**src/rtl/pid_filtered_derivative_antiwindup_assert.svh**
```systemverilog
// Assertion macros used by the top level of the PID controller.
`ifndef PID_FILTERED_DERIVATIVE_ANTIWINDUP_ASSERT_SVH
`define PID_FILTERED_DERIVATIVE_ANTIWINDUP_ASSERT_SVH

// Same-cycle implication, clocked on clk and disabled while arst_n is low.
`define PFDAW_ASSERT_IMP(lbl, ante, cons) \
	lbl: assert property (@(posedge clk) disable iff (!arst_n) (ante) |-> (cons)) \
		else $error("pfdaw assertion failed");

// Next-cycle implication, clocked on clk and disabled while arst_n is low.
`define PFDAW_ASSERT_NEXT(lbl, ante, cons) \
	lbl: assert property (@(posedge clk) disable iff (!arst_n) (ante) |=> (cons)) \
		else $error("pfdaw assertion failed");

`endif

```
**src/rtl/pfdaw_pkg.sv**
```systemverilog
// Shared types, widths and helper functions for the PID controller.
package pfdaw_pkg;

	localparam int FRAC_BITS_DEF = 16;
	localparam int DATA_W        = 32;
	localparam int STATE_W       = 48;
	localparam int LIMIT_W       = 31;
	localparam int POLE_W        = 18;
	localparam int CFG_IDX_W     = 3;
	// Multiplier operands: A covers a 49-bit difference, B a 32-bit signed gain.
	localparam int OPA_W         = 50;
	localparam int OPB_W         = 33;
	localparam int SPLIT_W       = 25;
	localparam int PLO_W         = SPLIT_W + 1 + OPB_W;
	localparam int PHI_W         = OPA_W - SPLIT_W + OPB_W;
	localparam int PROD_W        = OPA_W + OPB_W;

	typedef enum logic [2:0] {
		REG_PROP_GAIN,
		REG_INTEG_GAIN,
		REG_DIFF_GAIN,
		REG_OUT_LIMIT,
		REG_HALF_PERIOD,
		REG_DERIV_POLE,
		REG_DERIV_SCALE,
		REG_WINDUP_GAIN
	} reg_idx_t;

	typedef enum logic [2:0] {
		OP_INTEG,
		OP_POLE,
		OP_SCALE,
		OP_PROP,
		OP_INTGAIN,
		OP_DIFF,
		OP_WINDUP
	} op_t;

	typedef enum logic [2:0] {
		ST_IDLE,
		ST_OPERAND,
		ST_MUL_LO,
		ST_MUL_HI,
		ST_COMBINE,
		ST_UPDATE,
		ST_DELIVER
	} state_t;

	typedef struct packed {
		logic signed [DATA_W-1:0]  prop_gain;
		logic signed [DATA_W-1:0]  integ_gain;
		logic signed [DATA_W-1:0]  diff_gain;
		logic        [LIMIT_W-1:0] out_limit;
		logic        [LIMIT_W-1:0] half_period;
		logic signed [POLE_W-1:0]  deriv_pole;
		logic        [LIMIT_W-1:0] deriv_scale;
		logic signed [DATA_W-1:0]  windup_gain;
	} cfg_t;

	typedef struct packed {
		logic load;
		logic operand;
		logic mul_lo;
		logic mul_hi;
		logic combine;
		logic update;
		logic deliver;
		op_t  op;
	} cmd_t;

	typedef struct packed {
		logic windup_en;
	} sts_t;

	// Saturate a wide signed sum to the 48-bit state range.
	function automatic logic signed [STATE_W-1:0] sat_state(input logic signed [OPA_W-1:0] v);
		logic signed [STATE_W-1:0] r;
		if (v[OPA_W-1:STATE_W-1] == {(OPA_W-STATE_W+1){v[OPA_W-1]}}) begin
			r = v[STATE_W-1:0];
		end else if (v[OPA_W-1]) begin
			r = {1'b1, {(STATE_W-1){1'b0}}};
		end else begin
			r = {1'b0, {(STATE_W-1){1'b1}}};
		end
		return r;
	endfunction

endpackage

```
**src/rtl/pfdaw_cfg.sv**
```systemverilog
// Configuration register bank of the PID controller.
module pfdaw_cfg import pfdaw_pkg::*; (
	input  logic                 clk,
	input  logic                 arst_n,
	input  logic                 cfg_valid,
	output logic                 cfg_ready,
	input  logic [CFG_IDX_W-1:0] cfg_index,
	input  logic [DATA_W-1:0]    cfg_data,
	output cfg_t                 cfg
);

	cfg_t cfg_q;

	// The bank can always take a write beat.
	assign cfg_ready = 1'b1;
	assign cfg       = cfg_q;

	// Register writes, each field truncated to its own width.
	always_ff @(posedge clk or negedge arst_n) begin
		if (!arst_n) begin
			cfg_q <= '0;
		end else if (cfg_valid) begin
			unique case (reg_idx_t'(cfg_index))
				REG_PROP_GAIN:   cfg_q.prop_gain   <= cfg_data;
				REG_INTEG_GAIN:  cfg_q.integ_gain  <= cfg_data;
				REG_DIFF_GAIN:   cfg_q.diff_gain   <= cfg_data;
				REG_OUT_LIMIT:   cfg_q.out_limit   <= cfg_data[LIMIT_W-1:0];
				REG_HALF_PERIOD: cfg_q.half_period <= cfg_data[LIMIT_W-1:0];
				REG_DERIV_POLE:  cfg_q.deriv_pole  <= cfg_data[POLE_W-1:0];
				REG_DERIV_SCALE: cfg_q.deriv_scale <= cfg_data[LIMIT_W-1:0];
				REG_WINDUP_GAIN: cfg_q.windup_gain <= cfg_data;
			endcase
		end
	end

endmodule

```
**src/rtl/pfdaw_dp.sv**
```systemverilog
// Datapath of the PID controller: state, shared multiplier and output register.
module pfdaw_dp import pfdaw_pkg::*; #(
	parameter int FRAC_BITS = FRAC_BITS_DEF
) (
	input  logic                     clk,
	input  logic                     arst_n,
	input  cfg_t                     cfg,
	input  cmd_t                     cmd,
	input  logic signed [DATA_W-1:0] setpoint,
	input  logic signed [DATA_W-1:0] measurement,
	input  logic                     clear_state,
	output sts_t                     sts,
	output logic [DATA_W-1:0]        drive
);

	logic signed [DATA_W-1:0]  err_q;
	logic signed [DATA_W-1:0]  prev_q;
	logic signed [STATE_W-1:0] integ_q;
	logic signed [STATE_W-1:0] fd_q;
	logic signed [STATE_W-1:0] raw_q;
	logic signed [OPA_W-1:0]   acc_q;
	logic signed [OPA_W-1:0]   opa_q;
	logic signed [OPB_W-1:0]   opb_q;
	logic signed [PLO_W-1:0]   plo_q;
	logic signed [PHI_W-1:0]   phi_q;
	logic signed [STATE_W-1:0] prod_q;
	logic        [DATA_W-1:0]  drive_q;

	logic signed [DATA_W:0]    diff_c;
	logic signed [DATA_W-1:0]  err_c;
	logic signed [STATE_W-1:0] lim_c;
	logic signed [STATE_W-1:0] drive_c;
	logic signed [OPA_W-1:0]   opa_c;
	logic signed [OPB_W-1:0]   opb_c;
	logic signed [SPLIT_W:0]   mul_a_c;
	logic signed [PLO_W-1:0]   mul_c;
	logic signed [PROD_W-1:0]  full_c;
	logic signed [PROD_W-1:0]  shr_c;
	logic signed [STATE_W-1:0] prod_c;
	logic signed [OPA_W-1:0]   sum_int_c;
	logic signed [OPA_W-1:0]   sum_acc_c;

	assign sts.windup_en = (cfg.integ_gain != '0);
	assign drive         = drive_q;

	// Control error, saturated to 32 bits.
	assign diff_c = (DATA_W+1)'(setpoint) - (DATA_W+1)'(measurement);
	always_comb begin
		if (diff_c[DATA_W] == diff_c[DATA_W-1]) begin
			err_c = diff_c[DATA_W-1:0];
		end else if (diff_c[DATA_W]) begin
			err_c = {1'b1, {(DATA_W-1){1'b0}}};
		end else begin
			err_c = {1'b0, {(DATA_W-1){1'b1}}};
		end
	end

	// Output clamp to plus or minus the limit.
	assign lim_c = STATE_W'(cfg.out_limit);
	always_comb begin
		if (raw_q > lim_c) begin
			drive_c = lim_c;
		end else if (raw_q < -lim_c) begin
			drive_c = -lim_c;
		end else begin
			drive_c = raw_q;
		end
	end

	// Operand selection for the current product.
	always_comb begin
		unique case (cmd.op)
			OP_INTEG: begin
				opa_c = OPA_W'(err_q) + OPA_W'(prev_q);
				opb_c = OPB_W'(cfg.half_period);
			end
			OP_POLE: begin
				opa_c = OPA_W'(fd_q);
				opb_c = OPB_W'(cfg.deriv_pole);
			end
			OP_SCALE: begin
				opa_c = OPA_W'(err_q) - OPA_W'(prev_q);
				opb_c = OPB_W'(cfg.deriv_scale);
			end
			OP_PROP: begin
				opa_c = OPA_W'(err_q);
				opb_c = OPB_W'(cfg.prop_gain);
			end
			OP_INTGAIN: begin
				opa_c = OPA_W'(integ_q);
				opb_c = OPB_W'(cfg.integ_gain);
			end
			OP_DIFF: begin
				opa_c = OPA_W'(fd_q);
				opb_c = OPB_W'(cfg.diff_gain);
			end
			OP_WINDUP: begin
				opa_c = OPA_W'(drive_c) - OPA_W'(raw_q);
				opb_c = OPB_W'(cfg.windup_gain);
			end
			default: begin
				opa_c = '0;
				opb_c = '0;
			end
		endcase
	end

	// One multiplier, two passes over the split A operand: low part unsigned,
	// high part signed.
	assign mul_a_c = cmd.mul_hi ? $signed({opa_q[OPA_W-1], opa_q[OPA_W-1:SPLIT_W]})
		: $signed({1'b0, opa_q[SPLIT_W-1:0]});
	assign mul_c   = mul_a_c * opb_q;

	// Exact product, floor shift by the fraction bits, saturate to 48 bits.
	assign full_c = (PROD_W'(phi_q) <<< SPLIT_W) + PROD_W'(plo_q);
	assign shr_c  = full_c >>> FRAC_BITS;
	always_comb begin
		if (shr_c[PROD_W-1:STATE_W-1] == {(PROD_W-STATE_W+1){shr_c[PROD_W-1]}}) begin
			prod_c = shr_c[STATE_W-1:0];
		end else if (shr_c[PROD_W-1]) begin
			prod_c = {1'b1, {(STATE_W-1){1'b0}}};
		end else begin
			prod_c = {1'b0, {(STATE_W-1){1'b1}}};
		end
	end

	assign sum_int_c = OPA_W'(integ_q) + OPA_W'(prod_q);
	assign sum_acc_c = acc_q + OPA_W'(prod_q);

	// Controller state: cleared on request, updated as each product lands.
	always_ff @(posedge clk or negedge arst_n) begin
		if (!arst_n) begin
			integ_q <= '0;
			fd_q    <= '0;
			prev_q  <= '0;
		end else if (cmd.load) begin
			if (clear_state) begin
				integ_q <= '0;
				fd_q    <= '0;
				prev_q  <= '0;
			end
		end else if (cmd.update) begin
			unique case (cmd.op)
				OP_INTEG, OP_WINDUP: integ_q <= sat_state(sum_int_c);
				OP_SCALE: begin
					fd_q   <= sat_state(sum_acc_c);
					prev_q <= err_q;
				end
				default: ;
			endcase
		end
	end

	// Working registers of the multiply sequence.
	always_ff @(posedge clk) begin
		if (cmd.load) begin
			err_q <= err_c;
		end
		if (cmd.operand) begin
			opa_q <= opa_c;
			opb_q <= opb_c;
		end
		if (cmd.mul_lo) begin
			plo_q <= mul_c;
		end
		if (cmd.mul_hi) begin
			phi_q <= mul_c[PHI_W-1:0];
		end
		if (cmd.combine) begin
			prod_q <= prod_c;
		end
		if (cmd.update) begin
			unique case (cmd.op)
				OP_POLE, OP_PROP: acc_q <= OPA_W'(prod_q);
				OP_INTGAIN:       acc_q <= sum_acc_c;
				OP_DIFF:          raw_q <= sat_state(sum_acc_c);
				default: ;
			endcase
		end
		if (cmd.deliver) begin
			drive_q <= drive_c[DATA_W-1:0];
		end
	end

endmodule

```
**src/rtl/pfdaw_ctrl.sv**
```systemverilog
// Sequencing state machine of the PID controller.
module pfdaw_ctrl import pfdaw_pkg::*; (
	input  logic clk,
	input  logic arst_n,
	input  logic s_tvalid,
	output logic s_tready,
	output logic m_tvalid,
	input  logic m_tready,
	input  sts_t sts,
	output cmd_t cmd
);

	state_t state_q, state_d;
	op_t    op_q, op_d;
	logic   out_valid_q;

	assign s_tready = (state_q == ST_IDLE);
	assign m_tvalid = out_valid_q;

	// State, product index and output beat flag.
	always_ff @(posedge clk or negedge arst_n) begin
		if (!arst_n) begin
			state_q     <= ST_IDLE;
			op_q        <= OP_INTEG;
			out_valid_q <= 1'b0;
		end else begin
			state_q <= state_d;
			op_q    <= op_d;
			if (cmd.deliver) begin
				out_valid_q <= 1'b1;
			end else if (m_tready) begin
				out_valid_q <= 1'b0;
			end
		end
	end

	// Next state and datapath commands; each product takes five steps.
	always_comb begin
		state_d     = state_q;
		op_d        = op_q;
		cmd         = '0;
		cmd.op      = op_q;
		unique case (state_q)
			ST_IDLE: begin
				if (s_tvalid) begin
					cmd.load = 1'b1;
					op_d     = OP_INTEG;
					state_d  = ST_OPERAND;
				end
			end
			ST_OPERAND: begin
				cmd.operand = 1'b1;
				state_d     = ST_MUL_LO;
			end
			ST_MUL_LO: begin
				cmd.mul_lo = 1'b1;
				state_d    = ST_MUL_HI;
			end
			ST_MUL_HI: begin
				cmd.mul_hi = 1'b1;
				state_d    = ST_COMBINE;
			end
			ST_COMBINE: begin
				cmd.combine = 1'b1;
				state_d     = ST_UPDATE;
			end
			ST_UPDATE: begin
				cmd.update = 1'b1;
				state_d    = ST_OPERAND;
				unique case (op_q)
					OP_INTEG:   op_d = OP_POLE;
					OP_POLE:    op_d = OP_SCALE;
					OP_SCALE:   op_d = OP_PROP;
					OP_PROP:    op_d = OP_INTGAIN;
					OP_INTGAIN: op_d = OP_DIFF;
					OP_DIFF: begin
						if (sts.windup_en) begin
							op_d = OP_WINDUP;
						end else begin
							state_d = ST_DELIVER;
						end
					end
					default: state_d = ST_DELIVER;
				endcase
			end
			ST_DELIVER: begin
				if (!out_valid_q || m_tready) begin
					cmd.deliver = 1'b1;
					state_d     = ST_IDLE;
				end
			end
			default: state_d = ST_IDLE;
		endcase
	end

endmodule

```
**src/rtl/pid_filtered_derivative_antiwindup.sv**
```systemverilog
// Top level of the discrete PID controller with filtered derivative and anti-windup.
// Each input beat carries a setpoint and a measurement (Q16.16) and a clear flag in
// tuser; one drive beat comes out per input. The block works on one sample at a time:
// all products go through one shared 26x33-bit multiplier, two passes per product plus
// operand, combine and update steps. A sample needs six products with zero integral
// gain and seven with anti-windup correction active. A finished drive beat waits in
// an output register, so the next sample is taken while the previous result is unread.
// Configuration is written through the cfg port only while no sample is in flight;
// the user must keep to this, as the block itself does not enforce it.
`include "pid_filtered_derivative_antiwindup_assert.svh"

module pid_filtered_derivative_antiwindup import pfdaw_pkg::*; #(
	parameter int FRAC_BITS = FRAC_BITS_DEF
) (
	input  logic                 clk,
	input  logic                 arst_n,
	input  logic                 s_tvalid,
	output logic                 s_tready,
	input  logic [2*DATA_W-1:0]  s_tdata,    // setpoint [31:0], measurement [63:32]
	input  logic                 s_tuser,    // clear_state
	output logic                 m_tvalid,
	input  logic                 m_tready,
	output logic [DATA_W-1:0]    m_tdata,    // drive [31:0]
	input  logic                 cfg_valid,
	output logic                 cfg_ready,
	input  logic [CFG_IDX_W-1:0] cfg_index,
	input  logic [DATA_W-1:0]    cfg_data
);

	cfg_t       cfg;
	cmd_t       cmd;
	sts_t       sts;
	logic [6:0] step_vec;

	pfdaw_cfg u_cfg (
		.clk       (clk),
		.arst_n    (arst_n),
		.cfg_valid (cfg_valid),
		.cfg_ready (cfg_ready),
		.cfg_index (cfg_index),
		.cfg_data  (cfg_data),
		.cfg       (cfg)
	);

	pfdaw_ctrl u_ctrl (
		.clk      (clk),
		.arst_n   (arst_n),
		.s_tvalid (s_tvalid),
		.s_tready (s_tready),
		.m_tvalid (m_tvalid),
		.m_tready (m_tready),
		.sts      (sts),
		.cmd      (cmd)
	);

	pfdaw_dp #(
		.FRAC_BITS (FRAC_BITS)
	) u_dp (
		.clk         (clk),
		.arst_n      (arst_n),
		.cfg         (cfg),
		.cmd         (cmd),
		.setpoint    (s_tdata[DATA_W-1:0]),
		.measurement (s_tdata[2*DATA_W-1:DATA_W]),
		.clear_state (s_tuser),
		.sts         (sts),
		.drive       (m_tdata)
	);

	// Datapath step strobes gathered for the one-step check.
	assign step_vec = {cmd.load, cmd.operand, cmd.mul_lo, cmd.mul_hi, cmd.combine,
		cmd.update, cmd.deliver};

	// An accepted sample keeps the input side closed on the following cycle.
	`PFDAW_ASSERT_NEXT(a_busy_after_load, cmd.load, !s_tready)
	// A delivered result is presented on the output on the following cycle.
	`PFDAW_ASSERT_NEXT(a_valid_after_deliver, cmd.deliver, m_tvalid)
	// The sequencer issues at most one datapath step per cycle.
	`PFDAW_ASSERT_IMP(a_one_step, 1'b1, $onehot0(step_vec))
	// The back-calculation product only runs with a nonzero integral gain.
	`PFDAW_ASSERT_IMP(a_windup_gated, cmd.update && (cmd.op == OP_WINDUP), sts.windup_en)

endmodule
```
**config.mk**
```make
export PLATFORM = sky130hd
export DESIGN_NAME = pid_filtered_derivative_antiwindup
export DESIGN_NICKNAME = d
export VERILOG_FILES = /design/src/rtl/pfdaw_pkg.sv /design/src/rtl/pfdaw_cfg.sv /design/src/rtl/pfdaw_dp.sv /design/src/rtl/pfdaw_ctrl.sv /design/src/rtl/pid_filtered_derivative_antiwindup.sv
export VERILOG_INCLUDE_DIRS = /design/src /design/src/rtl
export SDC_FILE = /design/constraint.sdc
export NUM_CORES = 2
export LEC_CHECK = 0
export ABC_AREA = 1
export ABC_CLOCK_PERIOD_IN_PS = 8700
export BUFFER_PORTS_ARGS = -buffer_cell sky130_fd_sc_hd__clkbuf_2
export CAP_MARGIN = 10
export CORE_MARGIN = 10
export CORE_UTILIZATION = 54
export CTS_BUF_LIST = sky130_fd_sc_hd__clkbuf_8
export DETAILED_ROUTE_END_ITERATION = 16
export PLACE_DENSITY = 0.7
export SYNTH_ARGS = -nofsm -noshare
export SYNTH_HDL_FRONTEND = slang
export SYNTH_SLANG_ARGS = --single-unit
```
**constraint.sdc**
```tcl
create_clock -name clk -period 8.7 [get_ports clk]
set_clock_uncertainty 0.1 [all_clocks]
set_input_delay 0.435 -clock clk [delete_from_list [all_inputs] [get_ports clk]]
set_output_delay 0.435 -clock clk [all_outputs]
set_load 0.02 [all_outputs]
```
==> flow_summary.toml <==
[outcome]
status = "finished clean"

[critical_path]
crit_start = "u_ctrl.state_q[2]"
crit_slowest_cell = "fa_1"
critPathMaxStageDelay_ps = 610
r2r-start = "u_ctrl.state_q[2]"
worst_setup_path_end_kind = "register"
crit_type = "reg2reg"
cp.arrival_ps = 9160
critPathLaunchType = "register"
required_ps = 9220
crit_fanout = 10

[cts]
clockRootBuffer = "clkbuf_8"
cts-htree-levels = 4
cts_buffer_depth = 3
cts_tree = "done"
clk_latency_ps = 940
clk_pin_slew_ps = 60
cts_sinks = 766
cts_buffers = 140

[logic_synthesis]
synth_largest_area_cell = "fa_1"
ys_ff_latch = 766
synth_area_leaders = "fa_1 21%, edfxtp_1 14%, nand2_1 13%, dfrtp_1 11%, inv_1 8.7%"
syn_area_sq_um = 83400
synth_top_area_share_pct = 20.8
async_flop_share_pct = 48.8
synth_enable_flop_cells = 392
ys_seq_area_share_pct = 25.3
avgSynthCellArea_sq_um = 7.72
yosys_warnings = 0
ys_types = 57
synth_flop_cell = "edfxtp_1"
synth_nets = 12300
syn_inst = 10800

[layout]
final-seq-area_sq_um = 21100
nets = 12500
drive_above_1_share_pct = 6.34
multi_input_area_sq_um = 53800
synthToLayoutAreaGrowth_pct = 8.68
fill_cells = 14400
utilization_pct = 58.9
stdcell_count = 13200

[worst_hold_path]
hp-start = "s_tdata[3]"
hold_class = "in2reg"

[grt]
grt_first_pass_wirelength_um = 477000
grt_pass1_vias = 75500
track_usage_pct = 37.6
antenna_found_initial = 21
overflow = 0
grt_max_degree = 78

[timing]
min_period_over_period_pct = 99.3
slew_viol_final = 0
rsz0062_at_grt = "true"
setup_viol = 0
hold_viol = 0
fmax_mhz = 116
worst_pin_slew_ps = 1190
setup_tns_ps = 0
setup_ws_ps = 57.9
slew_headroom_pct = 20.5
min_period_ps = 8640

[floorplanning]
die_x_um = 413
die-area_sq_um = 171000
core_area_sq_um = 154000
start_util_pct = 54.2
die_y_um = 413
rows = 144
io_pins = 140

[placed_design]
place_ws_ps = -582
dp_hpwl_um = 266000
dp_cells = 12800
place_congestion = 1.05
io_buffers = 138

[drt]
initialDrtViolationCount = 8063
ant_nets = 0
via_per_inst = 5.83
dr.pass1.iters = 6
wire_per_inst_um = 24.7
totalWireLength_um = 326000
drc = 0
vias = 76800

[flow_run]
max_cap_viol_count = 0
## registers in the layout (all words and copies together) (netlist names), 43 cells and up
name / flops
u_cfg.cfg: 239
u_dp.acc_q: 50
u_dp.fd_q: 48
u_dp.integ_q: 48
u_dp.opa_q: 49
u_dp.phi_q: 58
u_dp.plo_q: 43
u_dp.prod_q: 48
u_dp.raw_q: 48
## final cells by class
class	instances	area share [%]
multi-input combinational	7736	59.3
clock buffer	151	2.29
clock inverter	109	0.958
inverter	1953	8.13
sequential	766	23.3
antenna	9	0.0248
timing repair buffer	398	3.18
timing repair inverter	1	0.00552
tap	2044	2.82
## cell usage in the layout (no fill, tap or decap), drive strengths merged, types with 13 or more instances in the layout
cell type and count:
ha 536, xnor2 87, a21boi 20, clkinv 38
nand3b 16, o21a 34, xor2 158, o211ai 17
a221oi 86, fa 868, dlygate4sd3 44, edfxtp 392
o22ai 31, and3 13, nor2 947, nand4 145
or2 46, a21oi 516, a31oi 75, o2111ai 23
nor4 33, nor3 65, o21ai 622, buf 217
o21bai 44, dfrtp 374, clkbuf 288, nand3 373
inv 2005, a21o 55, nand2 2869
## per-stage QoR
| step | area [sq um] | hold WS [ps] |
|---|---|---|
| final | 90700 | 71.7 |
| after global routing | 90700 | 84.7 |
| after CTS | 90300 | 0.422 |
| after detailed placement | 86800 | 367 |
| after global placement | 86800 | 366 |
| after floorplan | 83400 | 39.4 |
## metal layers
| metal | part of all wire, % | global-route usage, % | up-vias |
|---|---|---|---|
| met3 | 9.8 | 8.45 | 964 |
| li1 | - | - | 34600 |
| met2 | 45 | 58.9 | 3899 |
| met4 | 7.5 | 23.1 | 18 |
| met5 | 0.039 | 0 | - |
| met1 | 38 | 47.2 | 37300 |
## what timing repair did
item                                    4_1_cts  5_1_grt
cloned                                        0        2
endpoints found under the setup margin       67       67
resized for setup                             8       43
endpoints found under the hold margin       277        0
setup buffers                                 0       23
hold buffers                                 45        0
pin swaps                                     0        2
## synthesized netlist by cell type (145+ instances only)
cell and count:
o21ai_0 607, fa_1 868, xor2_1 158, clkbuf_1 291
ha_1 536, dfrtp_1 374, nor2_1 932, nand3_1 372
inv_1 1934, edfxtp_1 392, nand4_1 145, nand2_1 2851
a21oi_1 516
## logic make-up (layout without fill, tap and decap cells)
logic type / Yosys count / in the layout / share of synthesized area [%]
muxes: 3 / 3 / 0.0360
DFF: 766 / 766 / 25.3
adders and majority gates: 1404 / 1404 / 28.9
other: 1 / 10 / 0.00449
AOI/OAI and AO/OA: 1570 / 1570 / 10.7
xor gates and xnor gates: 245 / 245 / 2.57
and+or+nand+nor: 4512 / 4513 / 21.9
buffers and inverters: 2308 / 2612 / 10.5
## worst max-delay path: cells and delay by family, from the launching register on
family / cells / cell delay [ps]
compound gates: 4 / 1090
buf+inv: 12 / 1670
flops: 1 / 400
xor+xnor: 1 / 420
simple gates: 7 / 1170
fa+ha+maj: 8 / 3480
## path summary, 6_finish.rpt
check                                   end  depth (start not counted)  slack, ps
setup / recovery             u_dp.phi_q[49]                         32         60
hold / removal                u_dp.err_q[3]                          5         70
setup reg to reg             u_dp.phi_q[49]                         32         60
hold reg to reg              u_cfg.cfg[216]                          2        380
max in group asynchronous  u_dp.integ_q[37]                          5       5910
min in group asynchronous    u_cfg.cfg[232]                          3        470
Power is left out: the tool's default activity adds up to more than one toggle a clock period on the data nets, which glitch-free logic cannot reach.
